--- src/sv/aiex_pkg.sv ---
// ----------------------------------------------------------------------------
// aiex_pkg
// shared types, field widths and condition logic for the integer execute unit
// ----------------------------------------------------------------------------
package aiex_pkg;

    // instruction kinds carried on the input tuser
    typedef enum logic [4:0] {
        KIND_ADD   = 5'd0,
        KIND_SUB   = 5'd1,
        KIND_ADDS  = 5'd2,
        KIND_SUBS  = 5'd3,
        KIND_AND   = 5'd4,
        KIND_ORR   = 5'd5,
        KIND_EOR   = 5'd6,
        KIND_ANDS  = 5'd7,
        KIND_MOV   = 5'd8,
        KIND_MOVK  = 5'd9,
        KIND_B     = 5'd10,
        KIND_BL    = 5'd11,
        KIND_BR    = 5'd12,
        KIND_BLR   = 5'd13,
        KIND_CBZ   = 5'd14,
        KIND_CBNZ  = 5'd15,
        KIND_BCOND = 5'd16,
        KIND_NOP   = 5'd17
    } kind_t;

    // condition code pairs, selected by cond[3:1]
    typedef enum logic [2:0] {
        CB_EQ = 3'd0,
        CB_CS = 3'd1,
        CB_MI = 3'd2,
        CB_VS = 3'd3,
        CB_HI = 3'd4,
        CB_GE = 3'd5,
        CB_GT = 3'd6,
        CB_AL = 3'd7
    } cond_base_t;

    // nzcv bit positions
    localparam int unsigned FLAG_N = 3;
    localparam int unsigned FLAG_Z = 2;
    localparam int unsigned FLAG_C = 1;
    localparam int unsigned FLAG_V = 0;

    localparam int unsigned XLEN       = 64;
    localparam int unsigned KIND_W     = 5;
    localparam int unsigned REG_W      = 5;
    localparam int unsigned SHIFT_W    = 6;
    localparam int unsigned COND_W     = 4;
    localparam int unsigned FLAGS_W    = 4;
    localparam int unsigned HALF_W     = 16;
    localparam int unsigned IN_DATA_W  = 336;
    localparam int unsigned OUT_DATA_W = 144;
    localparam int unsigned OUT_USER_W = 3;

    typedef logic [XLEN-1:0]    xword_t;
    typedef logic [FLAGS_W-1:0] nzcv_t;

    // aarch64 condition check against the nzcv flags
    function automatic logic cond_holds(input logic [COND_W-1:0] cond, input nzcv_t f);
        logic       t;
        cond_base_t base;
        base = cond_base_t'(cond[3:1]);
        t    = 1'b0;
        unique case (base)
            CB_EQ: t = f[FLAG_Z];
            CB_CS: t = f[FLAG_C];
            CB_MI: t = f[FLAG_N];
            CB_VS: t = f[FLAG_V];
            CB_HI: t = f[FLAG_C] & ~f[FLAG_Z];
            CB_GE: t = (f[FLAG_N] == f[FLAG_V]);
            CB_GT: t = (f[FLAG_N] == f[FLAG_V]) & ~f[FLAG_Z];
            CB_AL: t = 1'b1;
            default: t = 1'b1;
        endcase
        // al and nv are both always taken, other odd codes invert
        if (base != CB_AL && cond[0])
        begin
            t = ~t;
        end
        return t;
    endfunction

endpackage

--- src/sv/aarch64_integer_execute_unit.sv ---
// ----------------------------------------------------------------------------
// aarch64_integer_execute_unit
// executes one decoded aarch64 integer or branch instruction per transaction
// and keeps the nzcv flags
// ----------------------------------------------------------------------------
//
//  channel   direction  handshake               contents
//  s_axis    in         s_axis_tvalid/tready    decoded instruction, kind on tuser
//  m_axis    out        m_axis_tvalid/tready    write-back, branch and flag result
//
//  one instruction per cycle sustained while the result side is not stalled; an
//  input transaction passes through an input register, then the alu/branch
//  logic into the result register
//  the flags register is updated when an instruction moves into the result
//  register, so a following b.cond sees flags of all older instructions
//  rst_n clears the valid bits and the flags; payload registers are not reset
//  a stalled result holds the input register; the input side keeps accepting
//  while the result register drains in the same cycle
//
module aarch64_integer_execute_unit
    import aiex_pkg::*;
(
    input  logic                  clk,
    input  logic                  rst_n,
    input  logic                  s_axis_tvalid,
    output logic                  s_axis_tready,
    // operand_a[63:0], operand_b[127:64], old_dest[191:128], dest_reg[196:192],
    // shift[202:197], cond[206:203], target[270:207], next_pc[334:271], zero pad
    input  logic [IN_DATA_W-1:0]  s_axis_tdata,
    // kind[4:0]
    input  logic [KIND_W-1:0]     s_axis_tuser,
    output logic                  m_axis_tvalid,
    input  logic                  m_axis_tready,
    // write_index[4:0], reg_value[68:5], new_pc[132:69], flags_out[136:133],
    // zero pad
    output logic [OUT_DATA_W-1:0] m_axis_tdata,
    // reg_write[0], link_write[1], pc_write[2]
    output logic [OUT_USER_W-1:0] m_axis_tuser
);

    // input stage
    logic                 in_valid_reg;
    logic [IN_DATA_W-1:0] in_data_reg;
    logic [KIND_W-1:0]    in_kind_reg;

    // result stage
    logic                  out_valid_reg;
    logic [OUT_DATA_W-1:0] out_data_reg;
    logic [OUT_USER_W-1:0] out_user_reg;

    nzcv_t flags_reg;
    nzcv_t flags_next;

    logic advance;
    logic set_flags;

    // unpacked fields of the held instruction
    xword_t              op_a;
    xword_t              op_b;
    xword_t              old_dest;
    logic [REG_W-1:0]    dest_reg;
    logic [SHIFT_W-1:0]  shift;
    logic [COND_W-1:0]   cond;
    xword_t              target;
    xword_t              next_pc;

    // datapath
    logic       is_sub;
    xword_t     b_op;
    logic [XLEN:0] sum;
    xword_t     alu_res;
    xword_t     logic_and;
    xword_t     movk_mask;
    xword_t     movk_ins;
    logic       reg_write;
    logic       link_write;
    logic       pc_write;
    xword_t     reg_value;
    xword_t     new_pc;
    logic [OUT_DATA_W-1:0] out_data_next;
    logic [OUT_USER_W-1:0] out_user_next;

    assign op_a     = in_data_reg[63:0];
    assign op_b     = in_data_reg[127:64];
    assign old_dest = in_data_reg[191:128];
    assign dest_reg = in_data_reg[196:192];
    assign shift    = in_data_reg[202:197];
    assign cond     = in_data_reg[206:203];
    assign target   = in_data_reg[270:207];
    assign next_pc  = in_data_reg[334:271];

    // the held instruction moves on when the result register is free or draining
    assign advance       = in_valid_reg && (!out_valid_reg || m_axis_tready);
    assign s_axis_tready = !in_valid_reg || advance;

    // shared adder; subtraction as a + ~b + 1, carry out is not-borrow
    assign is_sub    = (in_kind_reg == KIND_SUB) || (in_kind_reg == KIND_SUBS);
    assign b_op      = is_sub ? ~op_b : op_b;
    assign sum       = {1'b0, op_a} + {1'b0, b_op} + {{XLEN{1'b0}}, is_sub};
    assign alu_res   = sum[XLEN-1:0];
    assign logic_and = op_a & op_b;

    // movk places 16 bits at one of four half-word lanes
    always_comb
    begin
        movk_mask = '0;
        movk_ins  = '0;
        unique case (shift[5:4])
            2'd0:
            begin
                movk_mask[15:0] = '1;
                movk_ins[15:0]  = op_b[15:0];
            end
            2'd1:
            begin
                movk_mask[31:16] = '1;
                movk_ins[31:16]  = op_b[15:0];
            end
            2'd2:
            begin
                movk_mask[47:32] = '1;
                movk_ins[47:32]  = op_b[15:0];
            end
            2'd3:
            begin
                movk_mask[63:48] = '1;
                movk_ins[63:48]  = op_b[15:0];
            end
            default:
            begin
                movk_mask = '0;
                movk_ins  = '0;
            end
        endcase
    end

    always_comb
    begin
        reg_write  = 1'b0;
        link_write = 1'b0;
        pc_write   = 1'b0;
        reg_value  = '0;
        new_pc     = '0;
        set_flags  = 1'b0;
        flags_next = flags_reg;
        unique case (in_kind_reg)
            KIND_ADD, KIND_SUB:
            begin
                reg_write = 1'b1;
                reg_value = alu_res;
            end
            KIND_ADDS, KIND_SUBS:
            begin
                reg_write          = 1'b1;
                reg_value          = alu_res;
                set_flags          = 1'b1;
                flags_next[FLAG_N] = alu_res[XLEN-1];
                flags_next[FLAG_Z] = (alu_res == '0);
                flags_next[FLAG_C] = sum[XLEN];
                // overflow: operands of equal sign give a result of the other sign
                flags_next[FLAG_V] = (op_a[XLEN-1] == b_op[XLEN-1])
                                   && (alu_res[XLEN-1] != op_a[XLEN-1]);
            end
            KIND_AND:
            begin
                reg_write = 1'b1;
                reg_value = logic_and;
            end
            KIND_ORR:
            begin
                reg_write = 1'b1;
                reg_value = op_a | op_b;
            end
            KIND_EOR:
            begin
                reg_write = 1'b1;
                reg_value = op_a ^ op_b;
            end
            KIND_ANDS:
            begin
                reg_write          = 1'b1;
                reg_value          = logic_and;
                set_flags          = 1'b1;
                flags_next[FLAG_N] = logic_and[XLEN-1];
                flags_next[FLAG_Z] = (logic_and == '0);
                flags_next[FLAG_C] = 1'b0;
                flags_next[FLAG_V] = 1'b0;
            end
            KIND_MOV:
            begin
                reg_write = 1'b1;
                reg_value = op_b;
            end
            KIND_MOVK:
            begin
                reg_write = 1'b1;
                reg_value = (old_dest & ~movk_mask) | movk_ins;
            end
            KIND_B:
            begin
                pc_write = 1'b1;
                new_pc   = target;
            end
            KIND_BL:
            begin
                pc_write   = 1'b1;
                link_write = 1'b1;
                new_pc     = target;
            end
            KIND_BR:
            begin
                pc_write = 1'b1;
                new_pc   = op_a;
            end
            KIND_BLR:
            begin
                pc_write   = 1'b1;
                link_write = 1'b1;
                new_pc     = op_a;
            end
            KIND_CBZ:
            begin
                pc_write = 1'b1;
                new_pc   = (op_a == '0) ? target : next_pc;
            end
            KIND_CBNZ:
            begin
                pc_write = 1'b1;
                new_pc   = (op_a != '0) ? target : next_pc;
            end
            KIND_BCOND:
            begin
                // tests flags left by older instructions
                pc_write = 1'b1;
                new_pc   = cond_holds(cond, flags_reg) ? target : next_pc;
            end
            default:
            begin
                // nop and unused kinds give an empty result
                reg_write = 1'b0;
            end
        endcase
    end

    always_comb
    begin
        out_data_next          = '0;
        out_data_next[4:0]     = reg_write ? dest_reg : '0;
        out_data_next[68:5]    = reg_value;
        out_data_next[132:69]  = new_pc;
        out_data_next[136:133] = flags_next;
        out_user_next          = {pc_write, link_write, reg_write};
    end

    // control state
    always_ff @(posedge clk or negedge rst_n)
    begin
        if (!rst_n)
        begin
            in_valid_reg  <= 1'b0;
            out_valid_reg <= 1'b0;
            flags_reg     <= '0;
        end
        else
        begin
            if (s_axis_tready)
            begin
                in_valid_reg <= s_axis_tvalid;
            end
            if (advance)
            begin
                out_valid_reg <= 1'b1;
                flags_reg     <= flags_next;
            end
            else if (m_axis_tready)
            begin
                out_valid_reg <= 1'b0;
            end
        end
    end

    // payload
    always_ff @(posedge clk)
    begin
        if (s_axis_tvalid && s_axis_tready)
        begin
            in_data_reg <= s_axis_tdata;
            in_kind_reg <= s_axis_tuser;
        end
        if (advance)
        begin
            out_data_reg <= out_data_next;
            out_user_reg <= out_user_next;
        end
    end

    assign m_axis_tvalid = out_valid_reg;
    assign m_axis_tdata  = out_data_reg;
    assign m_axis_tuser  = out_user_reg;

    // flags only move when a flag-setting instruction enters the result register
    assert property (@(posedge clk) disable iff (!rst_n)
        !(advance && set_flags) |=> $stable(flags_reg))
        else $error("nzcv changed without a flag-setting instruction");

    // a held instruction is not overwritten while the result side stalls
    assert property (@(posedge clk) disable iff (!rst_n)
        (in_valid_reg && !advance) |=> (in_valid_reg && $stable(in_data_reg)
                                        && $stable(in_kind_reg)))
        else $error("input stage lost an instruction under stall");

    // a result never writes a register and the pc at once; link only with a branch
    assert property (@(posedge clk) disable iff (!rst_n)
        m_axis_tvalid |-> (!(m_axis_tuser[0] && m_axis_tuser[2])
                           && (!m_axis_tuser[1] || m_axis_tuser[2])))
        else $error("inconsistent write flags on result");

    // the result register reports the flags held after its instruction
    assert property (@(posedge clk) disable iff (!rst_n)
        advance |=> (m_axis_tdata[136:133] == flags_reg))
        else $error("flags_out differs from the flags register");

endmodule
--- config.mk ---
export PLATFORM = sky130hd
export DESIGN_NAME = aarch64_integer_execute_unit
export DESIGN_NICKNAME = d
export VERILOG_FILES = /design/src/sv/aiex_pkg.sv /design/src/sv/aarch64_integer_execute_unit.sv
export SDC_FILE = /design/constraint.sdc
export NUM_CORES = 1
export LEC_CHECK = 0
export CAP_MARGIN = 25
export CELL_PAD_IN_SITES_DETAIL_PLACEMENT = 1
export CELL_PAD_IN_SITES_GLOBAL_PLACEMENT = 1
export CORE_MARGIN = 5
export CORE_UTILIZATION = 45
export CTS_CLUSTER_DIAMETER = 40
export DETAILED_ROUTE_END_ITERATION = 10
export DONT_BUFFER_PORTS = 1
export PLACE_DENSITY_LB_ADDON = 0.3
export SLEW_MARGIN = 5
export SYNTH_ARGS = -nofsm -noshare
export SYNTH_HDL_FRONTEND = slang
export SYNTH_SLANG_ARGS = --single-unit
--- constraint.sdc ---
create_clock -name clk -period 26.9 [get_ports clk]
set_clock_uncertainty 0.05 [all_clocks]
set_input_delay 4.035 -clock clk [delete_from_list [all_inputs] [get_ports clk]]
set_output_delay 4.035 -clock clk [all_outputs]
set_load 0.01 [all_outputs]
==> results of run 1 <==
## cells in the mapped netlist, drive strengths merged (18+ instances only)
cell type	n
a221oi	62
nor2	84
xnor2	86
buf	25
nand3	39
ha	194
a222oi	64
o21ai	92
a22oi	18
nor4	39
xor2	18
nor3	24
inv	215
o2111ai	38
nand4	36
clkbuf	95
a21oi	159
o211ai	21
or3	24
nand2	251
a21o	31
edfxtp	476
## through the flow
step	power [µW]	utilization (%)	worst slack (ns)	hold WS [ns]
floorplan	1180	-	14.23	0.407
global placement	1300	46.9	18.55	0.422
detailed placement	1310	47.0	18.53	0.441
CTS	2240	51.1	18.53	0.457
global route	2320	51.2	18.52	0.477
finish	2230	51.2	18.53	0.451
## worst paths after layout
check,from,to,cells after the start
setup / recovery,m_axis_tready,s_axis_tready,1
hold / removal,in_valid_reg,m_axis_tvalid,1
setup reg to reg,in_kind_reg[4],flags_reg[2],17
hold reg to reg,in_valid_reg,m_axis_tvalid,1
max in group asynchronous,rst_n,m_axis_tvalid,0
min in group asynchronous,rst_n,flags_reg[1],0
## final cells by class
type / count / area share [%]
Sequential cell: 482 / 48.7
Antenna cell: 8 / 0.0675
Inverter: 215 / 2.74
Clock inverter: 49 / 2.01
Clock buffer: 78 / 6.08
Multi-Input combinational cell: 1502 / 36.3
Tap cell: 765 / 3.23
Timing Repair Buffer: 29 / 0.886
## cell families after synthesis
group,count (synthesis),synth area share (%)
flops,482,54.7
fa+ha+maj,195,9.27
other cells,1,0.0142
buf+inv,335,4.92
compound gates,601,16.4
simple gates,584,10.8
xor+xnor,104,3.45
mux,11,0.436
## per-layer routing
metal	vias up	GRT usage, %
li1	8777	-
met1	10100	40.1
met2	1015	47.8
met3	244	10.4
met4	28	14.3
met5	-	2.03
## power by group
part | switching, µW | internal, µW | total (µW)
combinational | 237 | 109 | 346
clock | 363 | 564 | 927
sequential | 61.4 | 899 | 960
total | 661 | 1570 | 2230
==> impl_metrics.env, run 1 <==
export IMPL_status="finished, final reports clean"
export IMPL_dpl_cell_count=2992
export IMPL_io_pins=494
export IMPL_grt_overflow_total=0
export IMPL_synth_area_leaders="edfxtp_1 54%, ha_1 9.2%, nand2_1 3.6%"
export IMPL_yosys_area_top_type="edfxtp_1"
export IMPL_post_dp_cell_area_mm2=0.0272
export IMPL_ys_seq_area_share_pct=54.7
export IMPL_vias_per_cell=6.46
export IMPL_drv_cap=0
export IMPL_slowest_stage="nand3b_1"
export IMPL_final_seq_area_mm2=0.0144
export IMPL_cp_end_kind="primary output"
export IMPL_hold_violations=0
export IMPL_final_common_cell="edfxtp_1"
export IMPL_critical_path_max_stage_delay_ns=0.25
export IMPL_critPathLaunchType="input pin"
export IMPL_synthDominantCellAreaShare_pct=54.1
export IMPL_post_dp_hpwl_um=77300
export IMPL_rows=88
export IMPL_synthDistinctLibCells=90
export IMPL_drt_iter0_drc=2044
export IMPL_synth_edf_count=476
export IMPL_power_density_mw_per_mm2=75.3
export IMPL_die_w_um=252
export IMPL_period_share_pct=31.1
export IMPL_design_area_mm2=0.0296
export IMPL_path_max_fanout=3
export IMPL_tns_ns=0
export IMPL_vdd_drop_max_uv=76.8
export IMPL_grt_max_degree=88
export IMPL_path_clk_slew_ns=0.05
export IMPL_largest_reg_flops=331
export IMPL_grt_pass1_vias=20900
export IMPL_tightest_slew_ns=1.13
export IMPL_ys_warn_count=0
export IMPL_fmaxAchievable_mhz=120
export IMPL_wl_per_cell_um=32.8
export IMPL_start_util_pct=45.6
export IMPL_r2r_setup_slack_ns=19.87
export IMPL_setup_viol=0
export IMPL_rsz0062_at_grt="false"
export IMPL_topRoutingLayerUsed="met5"
export IMPL_synth_top_flop_cell="edfxtp_1"
export IMPL_routed_wl_um=103000
export IMPL_multi_input_area_mm2=0.0107
export IMPL_root_buffer="clkbuf_16"
export IMPL_crit_buf_inv=0
export IMPL_post_cts_buffers=0
export IMPL_synth_seq_cells=482
export IMPL_avgSynthCellArea_um2=11.4
export IMPL_final_antenna_net_count=0
export IMPL_cts_htree_levels=3
export IMPL_cts_buffers=70
export IMPL_nets=2840
export IMPL_arrival_ns=4.28
export IMPL_crit_type="in -> out"
export IMPL_antenna_found_initial=24
export IMPL_clkSinkCount=482
export IMPL_drt_pass1_iter_count=7
export IMPL_nFillCells=6015
export IMPL_worst_hold_path_type="reg -> reg"
export IMPL_route_met2_wl_um=45900
export IMPL_insertion_delay_ns=0.63
export IMPL_wl_met1_um=40800
export IMPL_ctsHoldBuffers=0
export IMPL_cts_max_path_buffers=3
export IMPL_via_count=20200
export IMPL_die_area_mm2=0.0636
export IMPL_leakage_uw=0.0115
export IMPL_fin_cells=3128
export IMPL_slew_headroom_pct=23.8
export IMPL_wl_met3_um=10200
export IMPL_crit_chain="nand3b_1"
export IMPL_syn_area_mm2=0.0264
export IMPL_layout_common_cells="476 x edfxtp_1, 251 x nand2_1, 214 x inv_1"
export IMPL_slew_viol_final=0
export IMPL_gp_congestion=0.947
export IMPL_cts_tree="done"
export IMPL_synthArstFlopShare_pct=1.24
export IMPL_drc=0
export IMPL_die_h_um=252
export IMPL_synth_cells=2313
export IMPL_track_usage_pct=31.1
export IMPL_required_ns=22.82
export IMPL_coreArea_mm2=0.0579
export IMPL_grt_pass1_wl_um=146000
export IMPL_cts_resized=0
export IMPL_drive_gt1_share_pct=7.77
export IMPL_syn_to_final_growth_pct=12.2
export IMPL_crit_family="simple AND/OR/NAND/NOR gates"
export IMPL_io_buffers=0
export IMPL_period_needed_ns=8.37
(Power assumes the default switching activity.)
==> run 2: changes to the inputs <==
ABC_AREA = 1   (was not set)
clock period = 8.7 ns   (was 26.9 ns; I/O delays follow)
==> run 2 against run 1 <==
Flip-flop and latch count unchanged. Final cell count increased by 28%. Utilization decreased by 0.24 points. Worst setup slack got worse by 15 ns. Die area increased by 8.0%. Register-to-register slack got worse by 17 ns. Total power increased to 3.4 times the previous value. Design area increased by 8.2%. Clock power increased to 3.2 times the previous value. Critical path type is now reg -> reg. Critical endpoint is now flags_reg[2]. Largest cell class unchanged.
==> impl_metrics.env, run 2 <==
export IMPL_status="finished, final reports clean"
export IMPL_synthArstFlopShare_pct=1.24
export IMPL_fmaxAchievable_mhz=181
export IMPL_endpoint="flags_reg[2]"
export IMPL_cts_max_path_buffers=3
export IMPL_drc=0
export IMPL_wl_per_cell_um=31.0
export IMPL_grt_pass1_vias=25100
export IMPL_synth_top_flop_cell="edfxtp_1"
export IMPL_synth_area_leaders="edfxtp_1 50%, nand2_1 9.1%, ha_1 8.5%"
export IMPL_drt_iter0_drc=3231
export IMPL_vdd_drop_max_uv=228
export IMPL_layout_common_cells="691 x nand2_1, 476 x edfxtp_1, 418 x inv_1"
export IMPL_dpl_cell_count=3825
export IMPL_die_h_um=262
export IMPL_drv_cap=0
export IMPL_nFillCells=7075
export IMPL_worst_hold_path_type="in -> async"
export IMPL_antenna_found_initial=60
export IMPL_setup_viol=0
export IMPL_cts_buffers=72
export IMPL_die_area_mm2=0.0687
export IMPL_synthDominantCellAreaShare_pct=50.0
export IMPL_coreArea_mm2=0.0630
export IMPL_io_pins=494
export IMPL_track_usage_pct=34.7
export IMPL_ctsHoldBuffers=0
export IMPL_critical_path_max_stage_delay_ns=0.55
export IMPL_clkSinkCount=482
export IMPL_rows=92
export IMPL_drt_pass1_iter_count=6
export IMPL_tightest_slew_ns=1.11
export IMPL_tns_ns=0
export IMPL_via_count=25100
export IMPL_grt_pass1_wl_um=173000
export IMPL_avgSynthCellArea_um2=9.34
export IMPL_slew_headroom_pct=26.0
export IMPL_cp_end_kind="register"
export IMPL_synth_edf_count=476
export IMPL_nets=3594
export IMPL_cts_resized=0
export IMPL_fin_cells=3998
export IMPL_crit_type="reg -> reg"
export IMPL_leakage_uw=0.0132
export IMPL_period_share_pct=63.4
export IMPL_period_needed_ns=5.51
export IMPL_io_buffers=0
export IMPL_crit_family="simple AND/OR/NAND/NOR gates"
export IMPL_slowest_stage="buf_4"
export IMPL_routed_wl_um=124000
export IMPL_power_total_uw=7590
export IMPL_critPathLaunch="in_kind_reg[3]"
export IMPL_die_w_um=262
export IMPL_rsz0062_at_grt="false"
export IMPL_syn_area_mm2=0.0286
export IMPL_post_cts_buffers=0
export IMPL_hold_violations=0
export IMPL_arrival_ns=6.01
export IMPL_synthMostInstantiatedCell="nand2_1"
export IMPL_synth_seq_cells=482
export IMPL_critPathLaunchType="register"
export IMPL_synthDistinctLibCells=54
export IMPL_synth_cells=3062
export IMPL_r2r_start="in_kind_reg[3]"
export IMPL_gp_congestion=1.08
export IMPL_cts_htree_levels=3
export IMPL_final_common_cell="nand2_1"
export IMPL_yosys_area_top_type="edfxtp_1"
export IMPL_final_antenna_net_count=0
export IMPL_crit_buf_inv=3
export IMPL_cts_tree="done"
export IMPL_path_clk_slew_ns=0.05
export IMPL_cpMostUsedCell="nand2_1"
export IMPL_reg2reg_depth=24
export IMPL_slew_viol_final=0
export IMPL_dp_slack_ns=3.41
export IMPL_drive_gt1_share_pct=7.88
export IMPL_grt_max_degree=165
export IMPL_insertion_delay_ns=0.64
export IMPL_syn_to_final_growth_pct=12.1
export IMPL_start_util_pct=45.4
export IMPL_post_dp_hpwl_um=94900
export IMPL_grt_overflow_total=0
export IMPL_largest_reg_flops=331
export IMPL_setup_ws_ns=3.19
export IMPL_r2r_end="flags_reg[2]"
export IMPL_ys_seq_area_share_pct=50.5
export IMPL_crit_cells=24
export IMPL_root_buffer="clkbuf_16"
export IMPL_synth_common_cells="692 x nand2_1, 476 x edfxtp_1, 421 x inv_1"
export IMPL_vias_per_cell=6.28
export IMPL_path_max_fanout=33
export IMPL_ys_warn_count=0
export IMPL_power_density_mw_per_mm2=237
export IMPL_required_ns=9.20
export IMPL_crit_chain="nor2_4 -> nand3_4 -> buf_4 -> a21boi_2 -> inv_1 -> fa_1 -> inv_1 -> nand2_1 -> nand2_1 -> nand3_1 -> nand2_2 -> nand3_1 -> nand2_1 -> nand2_1 -> nand2_1 -> xnor2_1 -> nand2_1 -> nor2_1 -> nand4_1 -> nor2_1 -> nand4_1 -> nand2_1 -> nand2_1 -> nand2_1"
export IMPL_r2r_setup_slack_ns=3.19
-- run 2: changes by cell type after synthesis, sizes merged, moves of 24 or more --
cell / delta
xor2: +58
o211ai: +67
a21o: -26
a21oi: -67
inv: +224
o221ai: +25
o21ai: +39
nand3: +191
o2111ai: +34
a222oi: -64
nor2: +118
nand2: +464
xnor2: -80
or3: -24
-- run 2: cell type report --
cell class	count	area [µm²]	area share [%]
antenna	42	105	0.328
inverter	444	1680	5.22
multi-input combinational	2029	12100	37.7
clock inverter	54	651	2.03
clock buffer	76	1820	5.66
tap	846	1060	3.30
timing repair buffer	25	220	0.687
sequential	482	14400	45.0
-- run 2: worst register-to-register path, cell delays in order (launching register included) --
cell	delay (ns)
edfxtp_1	0.47
nor2_4	0.21
nand3_4	0.54
buf_4	0.57
a21boi_2	0.28
inv_1	0.09
fa_1	0.45
inv_1	0.27
nand2_1	0.10
nand2_1	0.08
nand3_1	0.19
nand2_2	0.21
nand3_1	0.11
nand2_1	0.11
nand2_1	0.06
nand2_1	0.20
xnor2_1	0.30
nand2_1	0.11
nor2_1	0.12
nand4_1	0.11
nor2_1	0.32
nand4_1	0.21
nand2_1	0.14
nand2_1	0.06
nand2_1	0.07
-- run 2: cells by family after synthesis --
group	Yosys count	synth area share, %
simple gates	1239	18.8
flops	482	50.5
compound gates	506	12.1
other cells	1	0.0131
buf+inv	557	7.50
fa+ha+maj	195	8.56
xor+xnor	82	2.54
-- run 2: how the worst min path moves through the flow --
stage	to	slack, ns	cells past startpoint
after floorplan	flags_reg[2]	0.42	2
after global placement	m_axis_tdata[2]	0.44	2
after detailed placement	m_axis_tdata[2]	0.45	2
after CTS	m_axis_tvalid	0.30	0
after global routing	m_axis_tvalid	0.30	0
final	m_axis_tvalid	0.33	0
-- run 2: power by group --
group	leakage, µW	switching [µW]	internal, µW
sequential	0.00472	257	2860
clock	0.00117	1180	1750
combinational	0.00728	1150	389
total	0.0132	2590	5000
-- run 2: routing by layer --
| layer | vias to the layer above | track usage (%) | part of all wire [%] |
|---|---|---|---|
| met5 | - | 0 | 0.23 |
| met4 | 40 | 17.6 | 5.8 |
| met3 | 369 | 9.81 | 11 |
| met2 | 1657 | 52.0 | 44 |
| met1 | 12300 | 46.1 | 39 |
| li1 | 10700 | - | - |
-- run 2: per-stage QoR --
| stage | utilization, % | hold slack (ns) | area [µm²] |
|---|---|---|---|
| 6_report | 50.9 | 0.331 | 32100 |
| 5_1_grt | 50.9 | 0.302 | 32000 |
| 4_1_cts | 50.7 | 0.301 | 31900 |
| 3_5_place_dp | 46.8 | 0.451 | 29500 |
| 3_3_place_gp | 46.8 | 0.441 | 29500 |
| 2_1_floorplan | - | 0.421 | 28600 |
==> run 3: changes to the inputs <==
clock period = 4.6 ns   (was 8.7 ns; I/O delays follow)
==> run 3 against run 2 <==
Non-clock buffer count rose by 257. Via count up 4.7%. Final cell count increased by 6.7%.
==> impl_metrics.env, run 3 (synthesis gave the netlist of run 2 again) <==
export IMPL_status="finished, final reports clean"
export IMPL_io_buffers=0
export IMPL_cts_max_path_buffers=3
export IMPL_hold_violations=0
export IMPL_crit_type="reg -> reg"
export IMPL_reg2reg_depth=22
export IMPL_critPathLaunchType="register"
export IMPL_drt_iter0_drc=3481
export IMPL_r2r_start="in_kind_reg[3]"
export IMPL_critPathLaunch="in_kind_reg[3]"
export IMPL_drt_pass1_iter_count=6
export IMPL_dp_slack_ns=0.259
export IMPL_grt_overflow_total=0
export IMPL_fmaxAchievable_mhz=226
export IMPL_r2r_setup_slack_ns=0.18
export IMPL_grt_max_degree=111
export IMPL_arrival_ns=4.93
export IMPL_setup_ws_ns=0.181
export IMPL_tightest_slew_ns=1.22
export IMPL_worst_hold_path_type="in -> reg"
export IMPL_ctsHoldBuffers=1
export IMPL_path_max_fanout=30
export IMPL_slew_headroom_pct=17.9
export IMPL_setup_viol=0
export IMPL_slew_viol_final=0
export IMPL_wl_per_cell_um=31.2
export IMPL_leakage_uw=0.0145
export IMPL_path_clk_slew_ns=0.07
export IMPL_insertion_delay_ns=0.64
export IMPL_antenna_found_initial=58
export IMPL_required_ns=5.12
export IMPL_grt_pass1_wl_um=185000
export IMPL_die_area_mm2=0.0687
export IMPL_post_dp_hpwl_um=103000
export IMPL_power_density_mw_per_mm2=440
export IMPL_nets=3851
export IMPL_io_pins=494
export IMPL_power_total_uw=15000
export IMPL_die_h_um=262
export IMPL_gp_congestion=1.01
export IMPL_syn_to_final_growth_pct=19.3
export IMPL_cts_buffers=72
export IMPL_layout_common_cells="690 x nand2_1, 476 x edfxtp_1, 417 x inv_1"
export IMPL_period_needed_ns=4.42
export IMPL_die_w_um=262
export IMPL_rsz0062_at_grt="false"
export IMPL_final_antenna_net_count=0
export IMPL_drv_cap=0
export IMPL_cts_htree_levels=3
export IMPL_rows=92
export IMPL_track_usage_pct=37.3
export IMPL_clkSinkCount=482
export IMPL_start_util_pct=45.4
export IMPL_vdd_drop_max_uv=494
export IMPL_r2r_end="flags_reg[2]"
export IMPL_drc=0
export IMPL_grt_pass1_vias=26300
export IMPL_coreArea_mm2=0.0630
export IMPL_via_count=26300
export IMPL_drive_gt1_share_pct=15.1
export IMPL_cp_end_kind="register"
export IMPL_endpoint="flags_reg[2]"
export IMPL_cts_resized=0
export IMPL_root_buffer="clkbuf_16"
export IMPL_cts_tree="done"
export IMPL_vias_per_cell=6.16
export IMPL_period_share_pct=96.1
export IMPL_routed_wl_um=133000
export IMPL_final_common_cell="nand2_1"
export IMPL_largest_reg_flops=331
export IMPL_post_cts_buffers=0
run 3: power breakdown:
part | internal, µW | switching, µW
registers | 5410 | 487
clock network | 3330 | 2270
logic | 1150 | 2370
total | 9890 | 5130
run 3: worst min-delay path by stage:
stage | from | end | slack [ns] | depth (start not counted)
3_5_place_dp | rst_n | in_valid_reg | 0.34 | 0
3_3_place_gp | rst_n | in_valid_reg | 0.34 | 0
2_1_floorplan | rst_n | flags_reg[0] | 0.34 | 0
4_1_cts | s_axis_tdata[41] | in_data_reg[41] | 0.07 | 0
6_report | s_axis_tdata[296] | in_data_reg[296] | 0.09 | 0
5_1_grt | s_axis_tdata[217] | in_data_reg[217] | 0.07 | 0
run 3: metrics by stage:
step | std cells | area, µm² | util, % | TNS, ns | hold WS (ns)
2_1_floorplan | 3068 | 28700 | - | -597.55 | 0.344
3_3_place_gp | 4081 | 31500 | 50.0 | 0 | 0.345
3_5_place_dp | 4081 | 31500 | 50.0 | 0 | 0.345
4_1_cts | 4212 | 34000 | 54.0 | 0 | 0.0711
5_1_grt | 4243 | 34100 | 54.1 | 0 | 0.0729
6_report | 4264 | 34100 | 54.2 | 0 | 0.0925
run 3: layer usage:
layer	vias to the layer above	wire length [µm]	global-route usage, %
met3	363	14300	9.62
met4	28	7100	17.8
li1	11200	-	-
met1	13000	53100	50.9
met2	1648	58300	55.7
met5	-	206	0
run 3: worst max-delay path: stages (launching register included):
cell	delay [ns]
edfxtp_1	0.47
nor2_4	0.20
nand3_4	0.17
buf_12	0.24
xor2_1	0.17
ha_1	0.46
nand2_1	0.19
nor2_1	0.29
nand2_1	0.23
nor2_1	0.18
nand3_1	0.20
nand3_1	0.15
nand2_1	0.06
nand2_1	0.21
nand2_1	0.10
nor2_1	0.13
nand3_1	0.08
nor2_1	0.13
buf_4	0.16
nand4_1	0.15
nand2_1	0.12
nand2_1	0.06
nand2_1	0.10
run 3: final cells by class:
class / count / area [µm²]
inverter: 444 / 1690
fill: 7108 / 28800
antenna: 51 / 128
multi-input combinational: 2029 / 12100
clock inverter: 51 / 608
sequential: 482 / 14400
tap: 846 / 1060
clock buffer: 79 / 1850
timing repair buffer: 282 / 2230
